[src/rtl/tbpd_pkg.sv]
// ----------------------------------------------------------------------------
// tbpd_pkg
// shared widths, constants and register codes of the token bucket pacing unit
// ----------------------------------------------------------------------------
`default_nettype none

package tbpd_pkg;

  localparam int unsigned TIME_BITS_DEF = 32;
  localparam int unsigned TIME_W        = 32;
  localparam int unsigned SEG_W         = 17;
  localparam int unsigned DELAY_W       = 32;
  localparam int unsigned RATE_W        = 20;
  localparam int unsigned KIB_SHIFT     = 10;
  localparam int unsigned UPB_W         = 20;
  localparam int unsigned MUL_W         = RATE_W + UPB_W;

  localparam logic [UPB_W-1:0] UNITS_PER_BYTE = 20'd1000000;

  localparam int unsigned APB_DW      = 32;
  localparam int unsigned PADDR_W     = 3;
  localparam int unsigned REG_IDX_LSB = 2;

  typedef enum logic [0:0] {
    REG_LINK_RATE = 1'b0
  } reg_idx_e;

endpackage

`default_nettype wire

[src/rtl/tbpd_req_if.sv]
// ----------------------------------------------------------------------------
// tbpd_req_if
// segment request channel: timestamp and byte count
// ----------------------------------------------------------------------------
`default_nettype none

interface tbpd_req_if;
  logic                          valid;
  logic                          ready;
  logic [tbpd_pkg::TIME_W-1:0]   now_us;
  logic [tbpd_pkg::SEG_W-1:0]    seg_bytes;

  modport source (output valid, output now_us, output seg_bytes, input ready);
  modport sink   (input valid, input now_us, input seg_bytes, output ready);
endinterface

`default_nettype wire

[src/rtl/tbpd_rsp_if.sv]
// ----------------------------------------------------------------------------
// tbpd_rsp_if
// pacing delay result channel
// ----------------------------------------------------------------------------
`default_nettype none

interface tbpd_rsp_if;
  logic                         valid;
  logic                         ready;
  logic [tbpd_pkg::DELAY_W-1:0] delay_us;

  modport source (output valid, output delay_us, input ready);
  modport sink   (input valid, input delay_us, output ready);
endinterface

`default_nettype wire

[src/rtl/tbpd_addsub.sv]
// ----------------------------------------------------------------------------
// tbpd_addsub
// shared wide adder / subtractor used by the sequencer steps compare to divide
// ----------------------------------------------------------------------------
`default_nettype none

module tbpd_addsub #(
  parameter int unsigned W = 66
) (
  input  logic [W-1:0] a_i,
  input  logic [W-1:0] b_i,
  input  logic         sub_i,
  output logic [W-1:0] sum_o
);

  logic [W-1:0] b_op;

  assign b_op  = sub_i ? ~b_i : b_i;
  assign sum_o = a_i + b_op + W'(sub_i);

endmodule

`default_nettype wire

[src/rtl/token_bucket_pacing_delay_unit.sv]
// ----------------------------------------------------------------------------
// token_bucket_pacing_delay_unit
// shared-link token bucket that answers a pacing delay for every segment
// ----------------------------------------------------------------------------
// req_i carries one segment request (now_us, seg_bytes); rsp_o returns one
// delay_us for each request, in order. the link rate in KiB/s is written
// over the APB port at address 0, and the user must write it only while the
// unit is idle; the block leaves this to the user and checks nothing. zero
// turns pacing off and the answer is 0 with the bucket untouched.
// a paced request runs through a shared multiplier and one shared adder
// under a small sequencer: cap and cost products, bucket compare, elapsed x
// rate shift-add over the rate bits, refill check and add, segment subtract,
// deficit negate and range check, restoring divide, result load.
// a full bucket skips the refill steps; no deficit or a saturated delay
// skips the later steps. a bypassed request goes straight to the result load.
// req_i.ready is high only while idle, so one request is in work at a time;
// the finished delay sits in an output register, and a new request is taken
// while it waits. when rsp_o stalls, the next result waits in the
// sequencer until the output register frees up.
// reset empties the bucket, clears the rate and the started flag, and drops
// any pending result.
// ----------------------------------------------------------------------------
`default_nettype none

module token_bucket_pacing_delay_unit #(
  parameter int unsigned TIME_BITS = tbpd_pkg::TIME_BITS_DEF
) (
  input  logic                            clk_i,
  input  logic                            rst_ni,
  tbpd_req_if.sink                        req_i,
  tbpd_rsp_if.source                      rsp_o,
  input  logic                            psel,
  input  logic                            penable,
  input  logic                            pwrite,
  input  logic [tbpd_pkg::PADDR_W-1:0]    paddr,
  input  logic [tbpd_pkg::APB_DW-1:0]     pwdata,
  output logic [tbpd_pkg::APB_DW-1:0]     prdata,
  output logic                            pready
);

  localparam int unsigned RateW = tbpd_pkg::RATE_W;
  localparam int unsigned AccW  = TIME_BITS + RateW;
  localparam int unsigned ProdW = AccW + tbpd_pkg::KIB_SHIFT;
  localparam int unsigned AW    = ((ProdW > 65) ? ProdW : 65) + 1;
  localparam int unsigned CapW  = tbpd_pkg::MUL_W + tbpd_pkg::KIB_SHIFT;
  localparam int unsigned CostW = tbpd_pkg::SEG_W + tbpd_pkg::UPB_W;
  localparam int unsigned RemW  = 64 - tbpd_pkg::KIB_SHIFT;
  localparam int unsigned DW    = tbpd_pkg::DELAY_W;
  localparam int unsigned DvW   = RateW + DW - 1;
  localparam int unsigned CntW  = 5;
  localparam logic [CntW-1:0] MulLast = CntW'(RateW - 1);
  localparam logic [CntW-1:0] DivLast = CntW'(DW - 1);

  typedef enum logic [3:0] {
    S_IDLE, S_CAP, S_COST, S_CMP, S_MUL, S_CHK, S_ADD,
    S_SUB, S_NEG, S_SAT, S_DIV, S_OUT
  } state_e;

  state_e                  state_q;
  logic [RateW-1:0]        rate_q;
  logic [TIME_BITS-1:0]    last_q;
  logic                    started_q;
  logic signed [63:0]      token_q;
  logic [tbpd_pkg::SEG_W-1:0] seg_q;
  logic [CapW-1:0]         cap_q;
  logic [CostW-1:0]        cost_q;
  logic [63:0]             gap_q;
  logic [AccW-1:0]         mcand_q;
  logic [RateW-1:0]        mplier_q;
  logic [AccW-1:0]         acc_q;
  logic [RemW-1:0]         rem_q;
  logic [DvW-1:0]          dv_q;
  logic [DW-1:0]           quo_q;
  logic [DW-1:0]           delay_q;
  logic                    out_valid_q;
  logic [CntW-1:0]         cnt_q;

  logic [63:0]             now_ext;
  logic [TIME_BITS-1:0]    now_t;
  logic [TIME_BITS-1:0]    elapsed;
  logic                    req_fire;
  logic                    cfg_wr;
  logic                    out_free;
  logic [AW-1:0]           alu_a;
  logic [AW-1:0]           alu_b;
  logic                    alu_sub;
  logic [AW-1:0]           alu_sum;
  logic                    alu_neg;
  logic [RateW-1:0]        mul_a;
  logic [tbpd_pkg::MUL_W-1:0] mul_p;
  logic [ProdW-1:0]        prod;
  logic [63:0]             tok_sub;

  assign now_ext  = 64'(req_i.now_us);
  assign now_t    = now_ext[TIME_BITS-1:0];
  assign elapsed  = now_t - last_q;
  assign req_fire = req_i.valid && req_i.ready;
  assign cfg_wr   = psel && penable && pwrite && pready
                    && (paddr[tbpd_pkg::PADDR_W-1:tbpd_pkg::REG_IDX_LSB]
                        == tbpd_pkg::REG_LINK_RATE);
  assign out_free = !out_valid_q || rsp_o.ready;

  assign req_i.ready    = (state_q == S_IDLE);
  assign rsp_o.valid    = out_valid_q;
  assign rsp_o.delay_us = delay_q;
  assign pready         = 1'b1;
  assign prdata         = tbpd_pkg::APB_DW'(rate_q);

  // shared multiplier: bucket cap, then segment cost
  assign mul_a = (state_q == S_CAP) ? rate_q : RateW'(seg_q);
  assign mul_p = tbpd_pkg::MUL_W'(mul_a) * tbpd_pkg::MUL_W'(tbpd_pkg::UNITS_PER_BYTE);
  assign prod  = {acc_q, tbpd_pkg::KIB_SHIFT'(0)};

  always_comb begin
    alu_a   = '0;
    alu_b   = '0;
    alu_sub = 1'b0;
    case (state_q)
      S_CMP: begin
        alu_a   = AW'(cap_q);
        alu_b   = AW'(token_q);
        alu_sub = 1'b1;
      end
      S_MUL: begin
        alu_a = AW'(acc_q);
        alu_b = mplier_q[0] ? AW'(mcand_q) : '0;
      end
      S_CHK: begin
        alu_a   = AW'(gap_q);
        alu_b   = AW'(prod);
        alu_sub = 1'b1;
      end
      S_ADD: begin
        alu_a = AW'(token_q);
        alu_b = AW'(prod);
      end
      S_SUB: begin
        alu_a   = AW'(token_q);
        alu_b   = AW'(cost_q);
        alu_sub = 1'b1;
      end
      S_NEG: begin
        alu_b   = AW'(token_q);
        alu_sub = 1'b1;
      end
      S_SAT: begin
        alu_a   = AW'(rem_q);
        alu_b   = AW'({rate_q, DW'(0)});
        alu_sub = 1'b1;
      end
      S_DIV: begin
        alu_a   = AW'(rem_q);
        alu_b   = AW'(dv_q);
        alu_sub = 1'b1;
      end
      default: begin
        alu_a = '0;
      end
    endcase
  end

  tbpd_addsub #(
    .W (AW)
  ) u_addsub (
    .a_i   (alu_a),
    .b_i   (alu_b),
    .sub_i (alu_sub),
    .sum_o (alu_sum)
  );

  assign alu_neg = alu_sum[AW-1];

  // saturate at the least signed value when the segment cost underflows
  assign tok_sub = (alu_sum[64] != alu_sum[63]) ? {1'b1, 63'(0)} : alu_sum[63:0];

  always_ff @(posedge clk_i or negedge rst_ni) begin
    if (!rst_ni) begin
      state_q     <= S_IDLE;
      rate_q      <= '0;
      last_q      <= '0;
      started_q   <= 1'b0;
      token_q     <= '0;
      seg_q       <= '0;
      cap_q       <= '0;
      cost_q      <= '0;
      gap_q       <= '0;
      mcand_q     <= '0;
      mplier_q    <= '0;
      acc_q       <= '0;
      rem_q       <= '0;
      dv_q        <= '0;
      quo_q       <= '0;
      delay_q     <= '0;
      out_valid_q <= 1'b0;
      cnt_q       <= '0;
    end else begin
      if (cfg_wr) begin
        rate_q <= pwdata[RateW-1:0];
      end
      if ((state_q == S_OUT) && out_free) begin
        out_valid_q <= 1'b1;
      end else if (out_valid_q && rsp_o.ready) begin
        out_valid_q <= 1'b0;
      end
      case (state_q)
        S_IDLE: begin
          if (req_fire) begin
            seg_q <= req_i.seg_bytes;
            quo_q <= '0;
            if (rate_q == '0) begin
              state_q <= S_OUT;
            end else begin
              mcand_q   <= started_q ? AccW'(elapsed) : '0;
              mplier_q  <= rate_q;
              acc_q     <= '0;
              cnt_q     <= '0;
              last_q    <= now_t;
              started_q <= 1'b1;
              if (!started_q) begin
                token_q <= '0;
              end
              state_q <= S_CAP;
            end
          end
        end
        S_CAP: begin
          cap_q   <= {mul_p, tbpd_pkg::KIB_SHIFT'(0)};
          state_q <= S_COST;
        end
        S_COST: begin
          cost_q  <= mul_p[CostW-1:0];
          state_q <= S_CMP;
        end
        S_CMP: begin
          gap_q <= alu_sum[63:0];
          if (alu_neg || alu_sum == '0) begin
            token_q <= 64'(cap_q);
            state_q <= S_SUB;
          end else begin
            state_q <= S_MUL;
          end
        end
        S_MUL: begin
          acc_q    <= alu_sum[AccW-1:0];
          mcand_q  <= mcand_q << 1;
          mplier_q <= mplier_q >> 1;
          cnt_q    <= cnt_q + 1'b1;
          if (cnt_q == MulLast) begin
            state_q <= S_CHK;
          end
        end
        S_CHK: begin
          if (alu_neg) begin
            token_q <= 64'(cap_q);
            state_q <= S_SUB;
          end else begin
            state_q <= S_ADD;
          end
        end
        S_ADD: begin
          token_q <= alu_sum[63:0];
          state_q <= S_SUB;
        end
        S_SUB: begin
          token_q <= tok_sub;
          if (tok_sub[63]) begin
            state_q <= S_NEG;
          end else begin
            state_q <= S_OUT;
          end
        end
        S_NEG: begin
          rem_q   <= alu_sum[63:tbpd_pkg::KIB_SHIFT];
          state_q <= S_SAT;
        end
        S_SAT: begin
          if (!alu_neg) begin
            quo_q   <= '1;
            state_q <= S_OUT;
          end else begin
            dv_q    <= {rate_q, (DW-1)'(0)};
            cnt_q   <= '0;
            state_q <= S_DIV;
          end
        end
        S_DIV: begin
          if (!alu_neg) begin
            rem_q <= alu_sum[RemW-1:0];
          end
          quo_q <= {quo_q[DW-2:0], !alu_neg};
          dv_q  <= dv_q >> 1;
          cnt_q <= cnt_q + 1'b1;
          if (cnt_q == DivLast) begin
            state_q <= S_OUT;
          end
        end
        S_OUT: begin
          if (out_free) begin
            delay_q <= quo_q;
            state_q <= S_IDLE;
          end
        end
        default: begin
          state_q <= S_IDLE;
        end
      endcase
    end
  end

  a_busy_after_req : assert property (@(posedge clk_i) disable iff (!rst_ni)
    req_fire |=> !req_i.ready)
    else $error("request taken while a request is still in work");

  a_bucket_capped : assert property (@(posedge clk_i) disable iff (!rst_ni)
    (state_q == S_SUB) |-> ($signed(token_q) <= $signed(64'(cap_q))))
    else $error("bucket above one second of credit after refill");

  a_div_range : assert property (@(posedge clk_i) disable iff (!rst_ni)
    (state_q == S_DIV) |-> (rem_q < RemW'({dv_q, 1'b0})))
    else $error("divide remainder out of range");

  a_result_load : assert property (@(posedge clk_i) disable iff (!rst_ni)
    $rose(out_valid_q) |-> $past(state_q == S_OUT))
    else $error("result loaded outside the result step");

endmodule

`default_nettype wire
[src/flat_wrapper.sv]
// flat-port wrapper written by rule: the top's interface ports become plain ports
module token_bucket_pacing_delay_unit_flat 
#(
  parameter int unsigned TIME_BITS = tbpd_pkg::TIME_BITS_DEF
)
  (clk_i, rst_ni, psel, penable, pwrite, paddr, pwdata, prdata, pready, req_i_valid, req_i_now_us, req_i_seg_bytes, req_i_ready, rsp_o_valid, rsp_o_delay_us, rsp_o_ready);
  tbpd_req_if req_i_i ();
  tbpd_rsp_if rsp_o_i ();
  input  logic clk_i;
  input  logic rst_ni;
  input  logic psel;
  input  logic penable;
  input  logic pwrite;
  input  logic [tbpd_pkg::PADDR_W-1:0] paddr;
  input  logic [tbpd_pkg::APB_DW-1:0] pwdata;
  output logic [tbpd_pkg::APB_DW-1:0] prdata;
  output logic pready;
  input wire logic [$bits(req_i_i.valid)-1:0] req_i_valid;
  input wire logic [$bits(req_i_i.now_us)-1:0] req_i_now_us;
  input wire logic [$bits(req_i_i.seg_bytes)-1:0] req_i_seg_bytes;
  output wire logic [$bits(req_i_i.ready)-1:0] req_i_ready;
  output wire logic [$bits(rsp_o_i.valid)-1:0] rsp_o_valid;
  output wire logic [$bits(rsp_o_i.delay_us)-1:0] rsp_o_delay_us;
  input wire logic [$bits(rsp_o_i.ready)-1:0] rsp_o_ready;
  assign req_i_i.valid = req_i_valid;
  assign req_i_i.now_us = req_i_now_us;
  assign req_i_i.seg_bytes = req_i_seg_bytes;
  assign req_i_ready = req_i_i.ready;
  assign rsp_o_valid = rsp_o_i.valid;
  assign rsp_o_delay_us = rsp_o_i.delay_us;
  assign rsp_o_i.ready = rsp_o_ready;
  token_bucket_pacing_delay_unit #(.TIME_BITS(TIME_BITS)) u_core (.clk_i(clk_i), .rst_ni(rst_ni), .req_i(req_i_i), .rsp_o(rsp_o_i), .psel(psel), .penable(penable), .pwrite(pwrite), .paddr(paddr), .pwdata(pwdata), .prdata(prdata), .pready(pready));
endmodule
[config.mk]
export PLATFORM = sky130hd
export DESIGN_NAME = token_bucket_pacing_delay_unit_flat
export DESIGN_NICKNAME = d
export VERILOG_FILES = /design/src/rtl/tbpd_pkg.sv /design/src/rtl/tbpd_req_if.sv /design/src/rtl/tbpd_rsp_if.sv /design/src/rtl/tbpd_addsub.sv /design/src/rtl/token_bucket_pacing_delay_unit.sv /design/src/flat_wrapper.sv
export SDC_FILE = /design/constraint.sdc
export NUM_CORES = 2
export LEC_CHECK = 0
export BUFFER_PORTS_ARGS = -buffer_cell sky130_fd_sc_hd__buf_2
export CAP_MARGIN = 30
export CORE_MARGIN = 5
export CORE_UTILIZATION = 55
export CTS_CLUSTER_DIAMETER = 100
export DETAILED_ROUTE_END_ITERATION = 6
export GPL_TIMING_DRIVEN = 0
export PLACE_DENSITY = 0.72
export SYNTH_ARGS = -nofsm -noshare
export SYNTH_HDL_FRONTEND = slang
export SYNTH_SLANG_ARGS = --single-unit
[constraint.sdc]
create_clock -name clk_i -period 8.6 [get_ports clk_i]
set_input_delay 0.43 -clock clk_i [delete_from_list [all_inputs] [get_ports clk_i]]
set_output_delay 0.43 -clock clk_i [all_outputs]
set_load 0.01 [all_outputs]
==> flow_metrics.env <==
export IMPL_routed_top_layer="met4"
export IMPL_nNetsFinal=4551
export IMPL_synth_cell_type_count=82
export IMPL_grt_max_degree=118
export IMPL_synth_xor_area_share_pct=3.93
export IMPL_wl_per_cell_um=26.7
export IMPL_ys_seq_area_share_pct=39.0
export IMPL_cts_clk_slew_worst_paths_ns=0.06
export IMPL_rsz0062_at_grt="false"
export IMPL_max_freq_ghz=0.116
export IMPL_dr_pass1_iters=7
export IMPL_asyncSetResetFlopFracSynth_pct=100
export IMPL_syn_area_per_cell_um2=9.25
export IMPL_wl_met1_mm=53.3
export IMPL_synthTopCellsByArea="dfrtp_1 (39%), ha_1 (7.4%), nand2_1 (6.6%), fa_1 (4.2%), mux2_2 (3.6%)"
export IMPL_start_util_pct=55.3
export IMPL_crit_start="u_core.state_q[3]$_DFFE_PN0P_"
export IMPL_synth_adder_area_share_pct=11.7
export IMPL_synth_most_common_cell="nand2_1"
export IMPL_maxSlewHeadroom_pct=16.6
export IMPL_yosysTopAreaCell="dfrtp_1"
export IMPL_coreArea_um2=65600
export IMPL_clkSinkCount=566
export IMPL_totalWireLength_mm=136
export IMPL_drtIter0Drc=4541
export IMPL_critPathArrivalTime_ns=9.21
export IMPL_synth_edf_count=0
export IMPL_cp_max_fo=10
export IMPL_yosysWarningCount=0
export IMPL_setup_violations=10
export IMPL_tightest_slew_ns=1.25
export IMPL_crit_type="reg -> reg"
export IMPL_cts_buffer_depth=3
export IMPL_synth_seq_cells=566
export IMPL_overflow=0
export IMPL_synth_area_um2=36300
export IMPL_status="finished, violations left"
export IMPL_grt_pass1_wl_mm=202
export IMPL_required_ns=9.17
export IMPL_timing_rr_start="u_core.state_q[3]$_DFFE_PN0P_"
export IMPL_endpoint="u_core.token_q[59]$_DFFE_PN0P_"
export IMPL_met3_wirelength_mm=15.6
export IMPL_rrSetupSlack_ns=-0.04
export IMPL_netlist_area_leader_share_pct=39.0
export IMPL_grt_pass1_vias=32100
export IMPL_htreeDepth=2
export IMPL_instances_no_fill=5084
export IMPL_max_cap_violations=0
export IMPL_root_buffer="clkbuf_16"
export IMPL_violations="DRC, setup timing"
export IMPL_period_share_pct=100
export IMPL_slew_violations=0
export IMPL_fin_ws_ns=-0.0402
export IMPL_num_vias=33300
export IMPL_antenna_found_initial=0
export IMPL_cts_tree="yes"
export IMPL_muxShareOfSynthArea_pct=5.38
export IMPL_syn_inst=3924
export IMPL_portBuffers=130
export IMPL_die_area_um2=71200
export IMPL_placed_cells=4952
export IMPL_hold_class="in -> reg"
export IMPL_synth_ff_type="dfrtp_1"
export IMPL_viasPerCell=6.55
export IMPL_critPathCaptureType="register"
export IMPL_io_pins=158
export IMPL_fin_crit_ns=8.64
export IMPL_numCtsBuffers=61
export IMPL_synth_simple_area_share_pct=14.9
export IMPL_die_h_um=267
export IMPL_drive_gt1_share_pct=11.7
export IMPL_clock_latency_ns=0.67
export IMPL_die_x_um=267
export IMPL_skew_ns=0.0367
export IMPL_wl_met2_mm=57.8
export IMPL_worstReg2RegEnd="u_core.token_q[59]$_DFFE_PN0P_"
export IMPL_dpl_hpwl_mm=105
export IMPL_reg2reg_depth=23
export IMPL_synth_compound_area_share_pct=20.6
export IMPL_synth_top_family_by_area="compound AO/OA/AOI/OAI gates"
export IMPL_yosys_top_cells_count="nand2_1 (638), dfrtp_1 (566), nor2_1 (269)"
export IMPL_syn_to_final_growth_pct=12.3
export IMPL_ant_nets=0
export IMPL_num_rows=94
export IMPL_start_kind="register"
export IMPL_finalHoldViolCount=0
export IMPL_globalplace_congestion=1.04
export IMPL_grt_usage_pct=37.2
export IMPL_route_detailed_drc=87
[metal layers]
metal	global-route usage (%)	vias to the layer above
met5	0	-
met4	19.4	0
met3	10.7	438
met2	54.9	2022
met1	50.2	16200
li1	-	14600
[sequential cells by signal, indices dropped and copies added (netlist names), 32 cells and up]
register / cells
u_core.token_q: 64
u_core.rsp_o.delay_us: 32
u_core.mcand_q: 52
u_core.rem_q: 54
u_core.last_q: 32
u_core.quo_q: 32
u_core.gap_q: 64
u_core.acc_q: 52
u_core.dv_q: 51
u_core.cap_q: 34
[repair_timing]
action                                 4_1_cts  5_1_grt
hold buffers                                15        1
setup endpoints to repair                   77      140
endpoints found under the hold margin       41        1
gates resized for setup                     11       42
setup buffers                                0        0
[critical path, cell delays in order, from the launching register on]
cell,delay [ns]
dfrtp_1,0.42
buf_4,0.18
and4bb_2,0.24
clkbuf_1,0.27
clkbuf_1,0.44
a222oi_1,1.07
nand3_1,0.19
xnor2_1,0.17
ha_1,0.43
nand2_1,0.17
nor4_1,0.43
nand4_1,0.34
a2111oi_0,0.65
buf_1,0.27
o211ai_1,0.25
nor2b_1,0.24
xnor2_1,0.89
nor4bb_1,0.14
o2111ai_1,0.36
nor2_2,0.10
a21oi_4,0.52
buf_6,0.30
buf_2,0.29
o2bb2ai_1,0.16
[per-stage QoR]
step | hold WS, ns | worst slack, ns | utilization, % | instance area [µm²] | setup TNS (ns)
2_1_floorplan | 0.134 | 1.09 | - | 36300 | 0
4_1_cts | 0.000351 | 0.00167 | 61.8 | 40600 | 0
3_3_place_gp | 0.455 | -4.81 | 58.0 | 38100 | -2797.05
6_report | 0.0184 | -0.0402 | 62.1 | 40700 | -0.184
3_5_place_dp | 0.307 | -0.369 | 58.5 | 38400 | -10.00
5_1_grt | 0.0136 | 0.0109 | 62.1 | 40700 | 0
[layout make-up]
class | count | area (µm²)
inverters | 156 | 586
well taps | 864 | 1080
flip-flops and latches | 566 | 14200
multi-input cells | 2961 | 20700
plain buffers | 251 | 1050
clock buffers | 88 | 1750
clock inverters | 25 | 243
diodes | 2 | 5.00
fillers | 5688 | 24900
repair buffers | 171 | 1160
[cells in the final DEF, fill, tap and decap left out, types with 45 or more instances in the layout]
cell and instances:
nand3_1 111, a22oi_1 75, o21ai_0 226, xor2_1 45, buf_2 146, a31oi_1 46
nor2_1 267, nand2_1 629, inv_1 156, a21oi_1 240, mux2_2 116, a222oi_1 78
a21o_1 66, ha_1 215, fa_1 77, clkbuf_16 61, dfrtp_1 566, clkbuf_1 213
a22o_1 136, xnor2_1 114
[worst min-delay path by stage]
stage,start,to,cells after the start
final,req_i_seg_bytes[12],u_core.seg_q[12]$_DFFE_PN0P_,2
after global routing,req_i_now_us[30],u_core.last_q[30]$_DFFE_PN0P_,2
after CTS,req_i_now_us[27],u_core.last_q[27]$_DFFE_PN0P_,2
after detailed placement,rst_ni,u_core.last_q[5]$_DFFE_PN0P_,1
after global placement,u_core.mplier_q[19]$_DFFE_PN0P_,u_core.mplier_q[19]$_DFFE_PN0P_,2
after floorplan,rst_ni,u_core.acc_q[0]$_DFFE_PN0P_,0
[logic make-up (layout without fill, tap and decap cells)]
kind of cell	Yosys count	in the layout
buffers and inverters	408	691
adders and majority gates	292	292
xor gates and xnor gates	163	163
muxes	166	166
and+or+nand+nor	1239	1239
AOI/OAI and AO/OA	1088	1088
DFF	566	566
other	2	15
Power is left out: the tool's default activity adds up to more than one toggle a clock period on the data nets, which glitch-free logic cannot reach.
